## config.mk

```make
export PLATFORM = sky130hd
export DESIGN_NAME = pws_prep
export DESIGN_NICKNAME = d
export VERILOG_FILES = /design/src/perspective_world_to_screen_defines.svh /design/src/pws_pkg.sv /design/src/pws_prep.sv
export SDC_FILE = /design/constraint.sdc
export NUM_CORES = 2
export LEC_CHECK = 0
export ABC_AREA = 1
export BUFFER_PORTS_ARGS = -buffer_cell sky130_fd_sc_hd__clkbuf_2
export CELL_PAD_IN_SITES_DETAIL_PLACEMENT = 1
export CELL_PAD_IN_SITES_GLOBAL_PLACEMENT = 1
export CORE_ASPECT_RATIO = 1.2
export CORE_MARGIN = 2
export CORE_UTILIZATION = 35
export CTS_CLUSTER_SIZE = 20
export DETAILED_ROUTE_END_ITERATION = 16
export PLACE_DENSITY_LB_ADDON = 0.2
export SYNTH_ARGS = -nofsm -noshare
export SYNTH_HDL_FRONTEND = slang
export SYNTH_SLANG_ARGS = --single-unit
```

## constraint.sdc

```tcl
create_clock -name clock -period 16.12 [get_ports clock]
set_input_delay 0.806 -clock clock [delete_from_list [all_inputs] [get_ports clock]]
set_output_delay 0.806 -clock clock [all_outputs]
set_load 0.02 [all_outputs]
```

## src/perspective_world_to_screen_defines.svh

```systemverilog
// ----------------------------------------------------------------------------
// perspective_world_to_screen assertion macros
// shared concurrent assertion forms for the projection block
// ----------------------------------------------------------------------------
`ifndef PERSPECTIVE_WORLD_TO_SCREEN_DEFINES_SVH
`define PERSPECTIVE_WORLD_TO_SCREEN_DEFINES_SVH

// same-cycle implication, checked outside reset
`define PWS_ASSERT_NOW(label, clk, rst, cond, prop) \
   label: assert property (@(posedge clk) disable iff (rst) (cond) |-> (prop)) \
      else $error("pws assertion failed");

// next-cycle implication, checked outside reset
`define PWS_ASSERT_NEXT(label, clk, rst, cond, prop) \
   label: assert property (@(posedge clk) disable iff (rst) (cond) |=> (prop)) \
      else $error("pws assertion failed");

`endif

```

## src/pws_pkg.sv

```systemverilog
// ----------------------------------------------------------------------------
// pws_pkg
// widths, codes and shared types of the world-to-screen projection block
// ----------------------------------------------------------------------------
`default_nettype none

package pws_pkg;

   // point coordinate format
   localparam int COORD_BITS = 32;
   localparam int FRAC_BITS  = 16;

   // matrix storage
   localparam int COEF_BITS = 32;
   localparam int MAT_DEPTH = 16;
   localparam int IDX_BITS  = 4;

   // viewport registers
   localparam int DIM_BITS      = 14;
   localparam int HALF_BITS     = DIM_BITS - 1;
   localparam int CSR_IDX_BITS  = 2;
   localparam int CSR_DATA_BITS = DIM_BITS;
   localparam logic [CSR_IDX_BITS-1:0] CSR_WIDTH  = 2'd0;
   localparam logic [CSR_IDX_BITS-1:0] CSR_HEIGHT = 2'd1;
   localparam logic [DIM_BITS-1:0] WIDTH_RESET  = 14'd1920;
   localparam logic [DIM_BITS-1:0] HEIGHT_RESET = 14'd1080;

   // request opcodes
   localparam logic OP_LOAD  = 1'b0;
   localparam logic OP_POINT = 1'b1;

   // datapath widths
   localparam int PROD_BITS = COEF_BITS + COORD_BITS;
   localparam int CLIP_BITS = PROD_BITS + 2;
   localparam int OFS_BITS  = HALF_BITS + FRAC_BITS;
   localparam int NUM_BITS  = CLIP_BITS + HALF_BITS + FRAC_BITS;
   localparam int QUO_BITS  = ((COORD_BITS > OFS_BITS) ? COORD_BITS : OFS_BITS) + 1;
   localparam int SUM_BITS  = QUO_BITS + 2;

   typedef struct packed {
      logic signed [CLIP_BITS-1:0] xc;
      logic signed [CLIP_BITS-1:0] yc;
      logic signed [CLIP_BITS-1:0] wc;
   } clip_type;

   typedef struct packed {
      logic vis;
      logic neg_x;
      logic neg_y;
      logic ovf_x;
      logic ovf_y;
   } side_type;

   typedef struct packed {
      logic [CLIP_BITS-1:0] rx;
      logic [CLIP_BITS-1:0] ry;
      logic [CLIP_BITS-1:0] d;
      logic [QUO_BITS-1:0]  qx;
      logic [QUO_BITS-1:0]  qy;
      side_type             side;
   } div_type;

endpackage

`default_nettype wire

```

## src/pws_prep.sv

```systemverilog
// ----------------------------------------------------------------------------
// pws_prep
// visibility test, scaling by the half extents and divider setup
// ----------------------------------------------------------------------------
`default_nettype none

module pws_prep (
   input  wire logic                          clock,
   input  wire logic                          reset,
   input  wire logic                          in_valid,
   output logic                               in_ready,
   input  wire pws_pkg::clip_type             in_data,
   input  wire logic [pws_pkg::HALF_BITS-1:0] half_w,
   input  wire logic [pws_pkg::HALF_BITS-1:0] half_h,
   output logic                               out_valid,
   input  wire logic                          out_ready,
   output pws_pkg::div_type                   out_data
);
   import pws_pkg::*;

   localparam int W100_BITS = CLIP_BITS + 7;
   localparam int MUL_BITS  = CLIP_BITS + HALF_BITS;

   logic [CLIP_BITS-1:0]        ax, ay, wu;
   logic [W100_BITS-1:0]        w100, thr;
   logic [MUL_BITS-1:0]         mx_ff, my_ff;
   logic [CLIP_BITS-1:0]        d_ff;
   side_type                    side_ff;
   logic                        v3_ff, v4_ff;
   logic                        rdy3, rdy4;
   logic [NUM_BITS-1:0]         num_x, num_y;
   logic [CLIP_BITS-1:0]        hi_x, hi_y;
   div_type                     div_in, div_ff;

   assign rdy4     = !v4_ff || out_ready;
   assign rdy3     = !v3_ff || rdy4;
   assign in_ready = rdy3;

   // magnitudes and visibility test w * 100 >= 1
   assign ax   = in_data.xc[CLIP_BITS-1] ? CLIP_BITS'(-in_data.xc) : CLIP_BITS'(in_data.xc);
   assign ay   = in_data.yc[CLIP_BITS-1] ? CLIP_BITS'(-in_data.yc) : CLIP_BITS'(in_data.yc);
   assign wu   = CLIP_BITS'(in_data.wc);
   assign w100 = (W100_BITS'(wu) << 6) + (W100_BITS'(wu) << 5) + (W100_BITS'(wu) << 2);
   assign thr  = W100_BITS'(1) << (2 * FRAC_BITS);

   // dividend high part, overflow when quotient would not fit
   assign num_x = {mx_ff, {FRAC_BITS{1'b0}}};
   assign num_y = {my_ff, {FRAC_BITS{1'b0}}};
   assign hi_x  = CLIP_BITS'(num_x[NUM_BITS-1:QUO_BITS]);
   assign hi_y  = CLIP_BITS'(num_y[NUM_BITS-1:QUO_BITS]);

   always_comb begin
      div_in            = '0;
      div_in.rx         = hi_x;
      div_in.ry         = hi_y;
      div_in.d          = d_ff;
      div_in.qx         = num_x[QUO_BITS-1:0];
      div_in.qy         = num_y[QUO_BITS-1:0];
      div_in.side       = side_ff;
      div_in.side.ovf_x = hi_x >= d_ff;
      div_in.side.ovf_y = hi_y >= d_ff;
   end

   always_ff @(posedge clock) begin
      if (reset) begin
         v3_ff <= 1'b0;
         v4_ff <= 1'b0;
      end else begin
         if (rdy3) v3_ff <= in_valid;
         if (rdy4) v4_ff <= v3_ff;
      end
   end

   always_ff @(posedge clock) begin
      if (rdy3) begin
         mx_ff         <= ax * half_w;
         my_ff         <= ay * half_h;
         d_ff          <= wu;
         side_ff.vis   <= !in_data.wc[CLIP_BITS-1] && (w100 >= thr);
         side_ff.neg_x <= in_data.xc[CLIP_BITS-1];
         side_ff.neg_y <= in_data.yc[CLIP_BITS-1];
         side_ff.ovf_x <= 1'b0;
         side_ff.ovf_y <= 1'b0;
      end
      if (rdy4) div_ff <= div_in;
   end

   assign out_valid = v4_ff;
   assign out_data  = div_ff;

endmodule

`default_nettype wire

```

==> flow_metrics.py <==
metrics = {
    "timing": {
        "fmax_ghz": 0.104,
        "worst_slew_pin_slew_ns": 1.45,
        "fin_tns_setup_ns": 0,
        "slew_violations": 0,
        "clock_skew_ns": 0.0882,
        "period_minus_slack_ns": 9.60,
        "rsz0062_at_grt": "false",
        "fin_crit_sh_pct": 59.5,
        "relSlewSlack_pct": 2.65,
        "finalHoldViolCount": 0,
        "setup_viol_count_final": 0,
    },
    "cts": {
        "cts-root-buf": "clkbuf_16",
        "cts_tree": "yes",
        "cts_setup_buffers": 0,
        "clock_sinks": 458,
        "cts_hold_buf": 0,
        "cts-resized-gates": 0,
        "clock_path_buffers": 3,
        "path_clk_slew_ns": 0.06,
        "numCtsBuffers": 52,
        "cts_max_level": 2,
        "clock_latency_ns": 0.71,
    },
    "routing": {
        "ant_nets": 0,
        "viasPerCell": 5.07,
        "dr.pass1.iters": 6,
        "dr_total_vias": 70400,
        "wl_per_cell_um": 25.1,
        "drc": 0,
        "drt-initial-drc-count": 3986,
        "wl_um": 349000,
    },
    "final_layout": {
        "drive_above_1_share_pct": 7.46,
        "mostFrequentLayoutCells": "inv_1 (2466), nand2_1 (2095), fa_1 (1471)",
        "fin_nets": 12800,
        "syn_to_final_growth_pct": 9.05,
        "layout_commonest_cell": "inv_1",
    },
    "logic_synthesis": {
        "synthCells": 10300,
        "mappedNetlistArea_mm2": 0.0829,
        "ys_seq_elements": 458,
        "avgSynthCellArea_um2": 8.02,
        "synth.distinct_cells": 67,
        "yosysWarnings": 0,
        "ys_seq_area_share_pct": 16.6,
    },
    "hold_path": {
        "min_from": "reset",
        "min_to": "out_valid",
        "hold_path_depth": 2,
        "min_path_type": "input port to register",
    },
    "place": {
        "hpwl_um": 301000,
        "portBuffers": 458,
        "gp_congestion": 0.965,
    },
    "critical_path": {
        "cpMaxStageDelayCell": "nor4_1",
        "reg2regPathDepth": 9,
        "crit_path_start_kind": "input port",
        "r2r_slack_ns": 12.99,
        "cp.required_ns": 16.44,
        "critPathMaxStageDelay_ns": 0.73,
        "worst-path-buf-inv": 11,
        "r2r-end": "out_data[0]",
        "crit_path_frequent_cell": "inv_1",
        "arrival_ns": 9.92,
        "path_delay_family": "adder cells",
        "critPathMaxFanout": 14,
        "cp-end-kind": "register",
        "r2r-start": "d_ff[65]",
        "critPathKind": "input port to register",
    },
    "flow_run": {
        "cap_violations": 0,
    },
    "grt": {
        "grt_use_total_pct": 28.8,
        "grt_max_degree": 104,
        "busiest_layer": "met2",
        "grt_pass1_vias": 77700,
        "use_met1_pct": 33.9,
        "use_met2_pct": 52.1,
        "met3_usage_pct": 2.29,
        "grt_overflow": 0,
        "antenna_found_initial": 6,
        "grt_pass1_wl_um": 511000,
    },
    "die": {
        "ios": 499,
        "coreArea_mm2": 0.235,
        "die-area_mm2": 0.241,
        "die_x_um": 448,
        "start_util_pct": 35.2,
        "row_count": 195,
        "die_h_um": 537,
    },
    "status": {
        "status": "completed",
    },
}
## synthesized netlist by cell type (all sizes together)
cell type / n / share of area [%]
inv: 2488 / 11
nand2: 2124 / 9.7
fa: 1471 / 36
nor2: 1370 / 6.3
edfxtp: 456 / 17
ha: 445 / 6.7
a21oi: 377 / 2.3
nand3: 326 / 2.0
o21ai: 251 / 1.5
clkbuf: 209 / 0.95
xor2: 153 / 1.7
nor3: 101 / 0.66
or2: 99 / 0.75
nand4: 79 / 0.60
buf: 58 / 0.47
xnor2: 54 / 0.58
nor4: 49 / 0.38
o21a: 46 / 0.42
a31oi: 35 / 0.26
nand3b: 30 / 0.30
clkinv: 21 / 0.097
o21bai: 14 / 0.13
a211oi: 13 / 0.12
a21boi: 13 / 0.12
o211ai: 13 / 0.14
a21o: 11 / 0.10
o221ai: 7 / 0.074
and2: 6 / 0.045
and3: 6 / 0.045
or3: 5 / 0.038
o31ai: 4 / 0.036
a221oi: 2 / 0.021
dfxtp: 2 / 0.048
o221a: 2 / 0.027
a311oi: 1 / 0.011
a31o: 1 / 0.011
a41oi: 1 / 0.011
conb: 1 / 0.0045
o2111ai: 1 / 0.011
o211a: 1 / 0.012
o41ai: 1 / 0.011
or3b: 1 / 0.011
## sequential cells by signal, indices dropped and copies added, names as in the netlist
| name | cells |
|---|---|
| out_valid | 1 |
| d_ff | 66 |
| div_in | 3 |
| mx_ff | 79 |
| my_ff | 79 |
| v3_ff | 1 |
| out_data | 229 |
## layout make-up
| class | count | area, µm² |
|---|---|---|
| well taps | 3152 | 3940 |
| clock inverters | 34 | 387 |
| clock buffers | 61 | 1340 |
| multi-input cells | 7153 | 58800 |
| repair buffers | 529 | 2840 |
| inverters | 2509 | 9420 |
| flip-flops and latches | 458 | 13700 |
| diodes | 1 | 2.50 |
| fillers | 28700 | 145000 |
## per-layer routing
metal / vias to the layer above / wire length [µm] / part of all wire, %
met5: - / 68 / 0.019
li1: 31600 / - / -
met3: 605 / 13100 / 3.7
met2: 1891 / 179000 / 51
met1: 36300 / 135000 / 39
met4: 10 / 21600 / 6.2
## metrics by stage
| step | worst slack (ns) | util [%] | hold WS (ns) | cells | area [µm²] |
|---|---|---|---|---|---|
| floorplan | 7.67 | - | 0.400 | 10400 | 83100 |
| finish | 6.52 | 38.4 | 0.302 | 13900 | 90400 |
| detailed placement | 6.03 | 37.7 | 0.406 | 13800 | 88700 |
| global placement | 6.10 | 37.7 | 0.404 | 13800 | 88700 |
| CTS | 6.70 | 38.4 | 0.258 | 13900 | 90400 |
| global route | 6.38 | 38.4 | 0.287 | 13900 | 90400 |
## kinds of logic after synthesis
logic type / count (synthesis) / share of synthesized area [%]
and+or+nand+nor: 4196 / 20.8
buffers and inverters: 2776 / 12.8
adders and majority gates: 1916 / 42.2
AOI/OAI and AO/OA: 794 / 5.33
DFF: 458 / 16.6
xor gates and xnor gates: 207 / 2.28
other: 1 / 0.00452
## how the worst max path moves through the flow
stage	startpoint	endpoint	slack, ns	depth (start not counted)
2_1_floorplan	out_ready	d_ff[0]	7.67	2
3_3_place_gp	in_data[176]	mx_ff[69]	6.10	30
3_5_place_dp	in_data[132]	mx_ff[69]	6.03	31
4_1_cts	in_data[132]	mx_ff[69]	6.70	31
5_1_grt	in_data[132]	mx_ff[69]	6.38	31
6_report	in_data[132]	mx_ff[69]	6.52	31
Power is not shown: default switching activity piles up to over one toggle a cycle in this logic, so the estimate is an artifact.
