===== src/perspective_world_to_screen_defines.svh =====
// ----------------------------------------------------------------------------
// perspective_world_to_screen assertion macros
// shared concurrent assertion forms for the projection block
// ----------------------------------------------------------------------------
`ifndef PERSPECTIVE_WORLD_TO_SCREEN_DEFINES_SVH
`define PERSPECTIVE_WORLD_TO_SCREEN_DEFINES_SVH

// same-cycle implication, checked outside reset
`define PWS_ASSERT_NOW(label, clk, rst, cond, prop) \
   label: assert property (@(posedge clk) disable iff (rst) (cond) |-> (prop)) \
      else $error("pws assertion failed");

// next-cycle implication, checked outside reset
`define PWS_ASSERT_NEXT(label, clk, rst, cond, prop) \
   label: assert property (@(posedge clk) disable iff (rst) (cond) |=> (prop)) \
      else $error("pws assertion failed");

`endif


===== src/pws_pkg.sv =====
// ----------------------------------------------------------------------------
// pws_pkg
// widths, codes and shared types of the world-to-screen projection block
// ----------------------------------------------------------------------------
`default_nettype none

package pws_pkg;

   // point coordinate format
   localparam int COORD_BITS = 32;
   localparam int FRAC_BITS  = 16;

   // matrix storage
   localparam int COEF_BITS = 32;
   localparam int MAT_DEPTH = 16;
   localparam int IDX_BITS  = 4;

   // viewport registers
   localparam int DIM_BITS      = 14;
   localparam int HALF_BITS     = DIM_BITS - 1;
   localparam int CSR_IDX_BITS  = 2;
   localparam int CSR_DATA_BITS = DIM_BITS;
   localparam logic [CSR_IDX_BITS-1:0] CSR_WIDTH  = 2'd0;
   localparam logic [CSR_IDX_BITS-1:0] CSR_HEIGHT = 2'd1;
   localparam logic [DIM_BITS-1:0] WIDTH_RESET  = 14'd1920;
   localparam logic [DIM_BITS-1:0] HEIGHT_RESET = 14'd1080;

   // request opcodes
   localparam logic OP_LOAD  = 1'b0;
   localparam logic OP_POINT = 1'b1;

   // datapath widths
   localparam int PROD_BITS = COEF_BITS + COORD_BITS;
   localparam int CLIP_BITS = PROD_BITS + 2;
   localparam int OFS_BITS  = HALF_BITS + FRAC_BITS;
   localparam int NUM_BITS  = CLIP_BITS + HALF_BITS + FRAC_BITS;
   localparam int QUO_BITS  = ((COORD_BITS > OFS_BITS) ? COORD_BITS : OFS_BITS) + 1;
   localparam int SUM_BITS  = QUO_BITS + 2;

   typedef struct packed {
      logic signed [CLIP_BITS-1:0] xc;
      logic signed [CLIP_BITS-1:0] yc;
      logic signed [CLIP_BITS-1:0] wc;
   } clip_type;

   typedef struct packed {
      logic vis;
      logic neg_x;
      logic neg_y;
      logic ovf_x;
      logic ovf_y;
   } side_type;

   typedef struct packed {
      logic [CLIP_BITS-1:0] rx;
      logic [CLIP_BITS-1:0] ry;
      logic [CLIP_BITS-1:0] d;
      logic [QUO_BITS-1:0]  qx;
      logic [QUO_BITS-1:0]  qy;
      side_type             side;
   } div_type;

endpackage

`default_nettype wire


===== src/pws_if.sv =====
// ----------------------------------------------------------------------------
// pws channel interfaces
// request, response and register write channels of the projection block
// ----------------------------------------------------------------------------
`default_nettype none


interface pws_rsp_if;
   import pws_pkg::*;
   logic                         valid;
   logic                         ready;
   logic                         visible;
   logic signed [COORD_BITS-1:0] screen_x;
   logic signed [COORD_BITS-1:0] screen_y;
   modport source (output valid, visible, screen_x, screen_y, input ready);
   modport sink (input valid, visible, screen_x, screen_y, output ready);
endinterface


`default_nettype wire


===== src/pws_map.sv =====
// ----------------------------------------------------------------------------
// pws_map
// viewport offset, saturation and the response output register
// ----------------------------------------------------------------------------
`default_nettype none

module pws_map (
   input  wire logic                          clock,
   input  wire logic                          reset,
   input  wire logic                          in_valid,
   output logic                               in_ready,
   input  wire pws_pkg::div_type              in_data,
   input  wire logic [pws_pkg::HALF_BITS-1:0] half_w,
   input  wire logic [pws_pkg::HALF_BITS-1:0] half_h,
   pws_rsp_if.source                          rsp_chan
);
   import pws_pkg::*;

   localparam logic signed [SUM_BITS-1:0] SAT_MAX =
      {{(SUM_BITS-COORD_BITS+1){1'b0}}, {(COORD_BITS-1){1'b1}}};
   localparam logic signed [SUM_BITS-1:0] SAT_MIN =
      {{(SUM_BITS-COORD_BITS+1){1'b1}}, {(COORD_BITS-1){1'b0}}};

   logic signed [SUM_BITS-1:0]   qx, qy, offx, offy, sumx, sumy;
   logic signed [COORD_BITS-1:0] sx, sy;
   logic                         v_ff, rdy;
   logic                         vis_ff;
   logic signed [COORD_BITS-1:0] sx_ff, sy_ff;

   function automatic logic signed [COORD_BITS-1:0] clamp(
      logic signed [SUM_BITS-1:0] v, logic ovf, logic to_max);
      logic signed [COORD_BITS-1:0] r;
      if (ovf) r = to_max ? SAT_MAX[COORD_BITS-1:0] : SAT_MIN[COORD_BITS-1:0];
      else if (v > SAT_MAX) r = SAT_MAX[COORD_BITS-1:0];
      else if (v < SAT_MIN) r = SAT_MIN[COORD_BITS-1:0];
      else r = v[COORD_BITS-1:0];
      return r;
   endfunction

   assign rdy      = !v_ff || rsp_chan.ready;
   assign in_ready = rdy;

   // signed quotients plus half extent, y axis flipped
   assign qx   = in_data.side.neg_x ? -$signed({2'b00, in_data.qx}) : $signed({2'b00, in_data.qx});
   assign qy   = in_data.side.neg_y ? -$signed({2'b00, in_data.qy}) : $signed({2'b00, in_data.qy});
   assign offx = $signed(SUM_BITS'({half_w, {FRAC_BITS{1'b0}}}));
   assign offy = $signed(SUM_BITS'({half_h, {FRAC_BITS{1'b0}}}));
   assign sumx = offx + qx;
   assign sumy = offy - qy;
   assign sx   = clamp(sumx, in_data.side.ovf_x, !in_data.side.neg_x);
   assign sy   = clamp(sumy, in_data.side.ovf_y, in_data.side.neg_y);

   always_ff @(posedge clock) begin
      if (reset) begin
         v_ff <= 1'b0;
      end else if (rdy) begin
         v_ff <= in_valid;
      end
   end

   // not visible points report zero coordinates
   always_ff @(posedge clock) begin
      if (rdy) begin
         vis_ff <= in_data.side.vis;
         sx_ff  <= in_data.side.vis ? sx : '0;
         sy_ff  <= in_data.side.vis ? sy : '0;
      end
   end

   assign rsp_chan.valid    = v_ff;
   assign rsp_chan.visible  = vis_ff;
   assign rsp_chan.screen_x = sx_ff;
   assign rsp_chan.screen_y = sy_ff;

endmodule

`default_nettype wire


===== src/flat_wrapper.sv =====
// flat-port wrapper written by rule: the top's interface ports become plain ports
module pws_map_flat import pws_pkg::*;
  (clock, reset, in_valid, in_ready, in_data, half_w, half_h, rsp_chan_valid, rsp_chan_visible, rsp_chan_screen_x, rsp_chan_screen_y, rsp_chan_ready);
  pws_rsp_if rsp_chan_i ();
  input  wire logic clock;
  input  wire logic reset;
  input  wire logic in_valid;
  output logic in_ready;
  input  wire pws_pkg::div_type in_data;
  input  wire logic [pws_pkg::HALF_BITS-1:0] half_w;
  input  wire logic [pws_pkg::HALF_BITS-1:0] half_h;
  output wire logic [$bits(rsp_chan_i.valid)-1:0] rsp_chan_valid;
  output wire logic [$bits(rsp_chan_i.visible)-1:0] rsp_chan_visible;
  output wire logic [$bits(rsp_chan_i.screen_x)-1:0] rsp_chan_screen_x;
  output wire logic [$bits(rsp_chan_i.screen_y)-1:0] rsp_chan_screen_y;
  input wire logic [$bits(rsp_chan_i.ready)-1:0] rsp_chan_ready;
  assign rsp_chan_valid = rsp_chan_i.valid;
  assign rsp_chan_visible = rsp_chan_i.visible;
  assign rsp_chan_screen_x = rsp_chan_i.screen_x;
  assign rsp_chan_screen_y = rsp_chan_i.screen_y;
  assign rsp_chan_i.ready = rsp_chan_ready;
  pws_map u_core (.clock(clock), .reset(reset), .in_valid(in_valid), .in_ready(in_ready), .in_data(in_data), .half_w(half_w), .half_h(half_h), .rsp_chan(rsp_chan_i));
endmodule

===== config.mk =====
export PLATFORM = sky130hd
export DESIGN_NAME = pws_map_flat
export DESIGN_NICKNAME = d
export VERILOG_FILES = /design/src/perspective_world_to_screen_defines.svh /design/src/pws_pkg.sv /design/src/pws_if.sv /design/src/pws_map.sv /design/src/flat_wrapper.sv
export SDC_FILE = /design/constraint.sdc
export NUM_CORES = 1
export LEC_CHECK = 0
export ABC_AREA = 1
export BUFFER_PORTS_ARGS = -buffer_cell sky130_fd_sc_hd__clkbuf_2
export CORE_AREA = 5 5 139 141
export CTS_CLUSTER_SIZE = 10
export DETAILED_ROUTE_END_ITERATION = 12
export DIE_AREA = 0 0 144 146
export GPL_TIMING_DRIVEN = 0
export PLACE_DENSITY_LB_ADDON = 0.1
export SETUP_SLACK_MARGIN = 0.3
export SLEW_MARGIN = 30
export SYNTH_ARGS = -nofsm -noshare
export SYNTH_HDL_FRONTEND = slang
export SYNTH_SLANG_ARGS = --single-unit

===== constraint.sdc =====
create_clock -name clock -period 6.1 [get_ports clock]
set_clock_uncertainty 0.2 [all_clocks]
set_input_delay 0.61 -clock clock [delete_from_list [all_inputs] [get_ports clock]]
set_output_delay 0.61 -clock clock [all_outputs]
set_load 0.02 [all_outputs]

==> run metrics <==
outcome finished, final reports clean; Pint 1.12 mW; Post-CTS Setup Inserts 0; largest net degree at the start of global routing 44; Post-Syn Nets 1503; Reg2Reg Depth 2; Synth top area share 0.264; clock power share 0.270; syn avg cell area 6.30 sq um; CP Depth 27; Hold Vio Cnt, Final 0; router iterations before antenna repair 6; Cell Rows 49; RSZ-0062 raised after global routing false; Crit Path Class in -> reg; Area Growth Syn to Fin 19.3%; Longest Clk Path Bufs 2; setup_tns 0 ps; DIE AREA 0.0210 sq mm; final net count 1682; Num CTS Buffers 9; CP arrival 5220 ps; post-route clock period utilization 0.877; mean number of vias per cell 5.02; critical path's top delay family simple AND/OR/NAND/NOR gates; Buf/Inv on CP 3; Resized Gates After CTS 0; WL/cell 15.0 um; Worst Setup End Kind register; initial antenna violation count 0; Synth Cell Area 0.00739 sq mm; # DRC 0; Die W 144 um; vias 7963; Setup Viol. Count Final 0; crit path max fanout 8; Core ar. 0.0178 sq mm; vias in the first global route 7175; part of the power in registers 0.320; Comb power frac 0.410; Min-Delay Path Depth 2; commonest non-fill, non-tap cell in the layout nand2_1; Clk Latency, worst-skew pair 320 ps; Post-CTS Hold Fix Bufs 0; IO Port Bufs 167; Pleak 4.56 nW; pwr dens 205 mW/mm^2; CTS tree done; flops & latches, synth 66; CP Data Required Time 5960 ps; switching share of total power 0.383; H-tree depth 3; Slew Viols, Final 0; first-pass GRT wire length 37000 um; VDD IR max 197 uV; Min-Delay Path Class in -> reg; register area share after synthesis 0.267; GPL Wtd Cong 0.946; # IOs 366; DRT iter0 DRCs 548; antenna viol nets, final 0; post-place setup slack 582 ps; GRT Util Overall 0.220; DPL Wire Length 20000 um; CTS sink count 66; Slowest-stage cell, CP nor2_1; Worst Setup Slack, final 748 ps; GR Overflow Total 0; Slew headroom 0.565; number of max-cap violations 0; switching power total 0.692 mW; Slew @ Worst Pin 649 ps; Die Y 146 um; Crit path largest cell delay 520 ps; Initial Utilization 0.414; synth unique cells 44; ant diodes 0; clk slew on worst S/H paths 50 ps; R2R setup slack 4640 ps; most frequent cells in the layout nand2_1 (355), clkbuf_2 (167), nor2_1 (163), inv_1 (132), a21oi_1 (98); yosys warns 0; Primary FF master, synth edfxtp_1; CTS root buf clkbuf_16; layout cell share with drive strength beyond 1 0.192; CP Launch Type input pin; cell mode on critical path nor2_1; min cycle time layout 5350 ps; Synth area leaders edfxtp_1 (26%), nand2_1 (18%), nor2_1 (8.3%); EDFF count, synth 65; achievable frequency 187 MHz; Mapped Cells 1174; Post-synth ARST share 0; WL final 23700 um; Yosys top cell by area edfxtp_1
## per-layer routing
metal,share of wire,GRT usage
met3,0.084,0.0371
met4,0.014,0.0476
met2,0.39,0.303
met5,0,0
met1,0.51,0.354
## state kept, by name, indices dropped and copies added, names as in the netlist
signal and flops:
u_core.rsp_chan.screen_y 32, u_core.rsp_chan.valid 1, u_core.rsp_chan.screen_x 32, u_core.rsp_chan.visible 1
## synth_stat cells (6+ instances only)
cell      count
nor2_2       11
nor4_1        6
ha_1         29
nor3_1       15
inv_1       132
nor2_1      163
nand4_1      18
edfxtp_1     65
buf_4         6
nor2_4        6
o21ai_0      34
nand3b_1     11
nand2_1     356
buf_2         9
inv_2        16
xor2_1       42
xnor2_1      19
nand3_1      74
nand2_2      17
a21oi_1      98
clkbuf_1      9
## worst paths after layout
check | end | from
worst max-delay path | u_core.rsp_chan.screen_x[1] | in_data[38]
worst min-delay path | u_core.rsp_chan.valid | reset
worst max register to register | u_core.rsp_chan.screen_x[18] | u_core.rsp_chan.valid
worst min register to register | u_core.rsp_chan.valid | u_core.rsp_chan.valid
## cells by family after synthesis
group	after synthesis	synth area share
and+or+nand+nor	688	0.402
xor gates and xnor gates	61	0.0723
DFF	66	0.267
AOI/OAI and AO/OA	150	0.107
buffers and inverters	179	0.100
adders and majority gates	30	0.0518
## stage by stage
| stage | instances | utilization | power (mW) | hold WS (ps) | instance area [sq um] |
|---|---|---|---|---|---|
| after floorplan | 1174 | - | 1.09 | 479 | 7390 |
| after global placement | 1570 | 0.477 | 1.32 | 572 | 8520 |
| after detailed placement | 1571 | 0.479 | 1.32 | 567 | 8540 |
| after CTS | 1585 | 0.494 | 1.81 | 227 | 8820 |
| after global routing | 1585 | 0.494 | 1.93 | 238 | 8820 |
| final | 1585 | 0.494 | 1.81 | 243 | 8820 |
## power by group through the flow
stage	clock, mW	sequential (mW)	combinational (mW)
final	0.488	0.578	0.741
after detailed placement	0	0.586	0.735
after global placement	0	0.589	0.728
after floorplan	0	0.644	0.442
after global routing	0.515	0.582	0.828
after CTS	0.499	0.578	0.737
## area by class of cell
class                           count  area [sq um]
Fill cell                        1929          9020
Clock buffer                       10           229
Buffer                             30           181
Tap cell                          229           287
Timing Repair Buffer              168           856
Clock inverter                      4          45.0
Multi-Input combinational cell    929          4690
Inverter                          149           559
Sequential cell                    66          1970
Note: power is estimated with default switching activity, not from simulation.
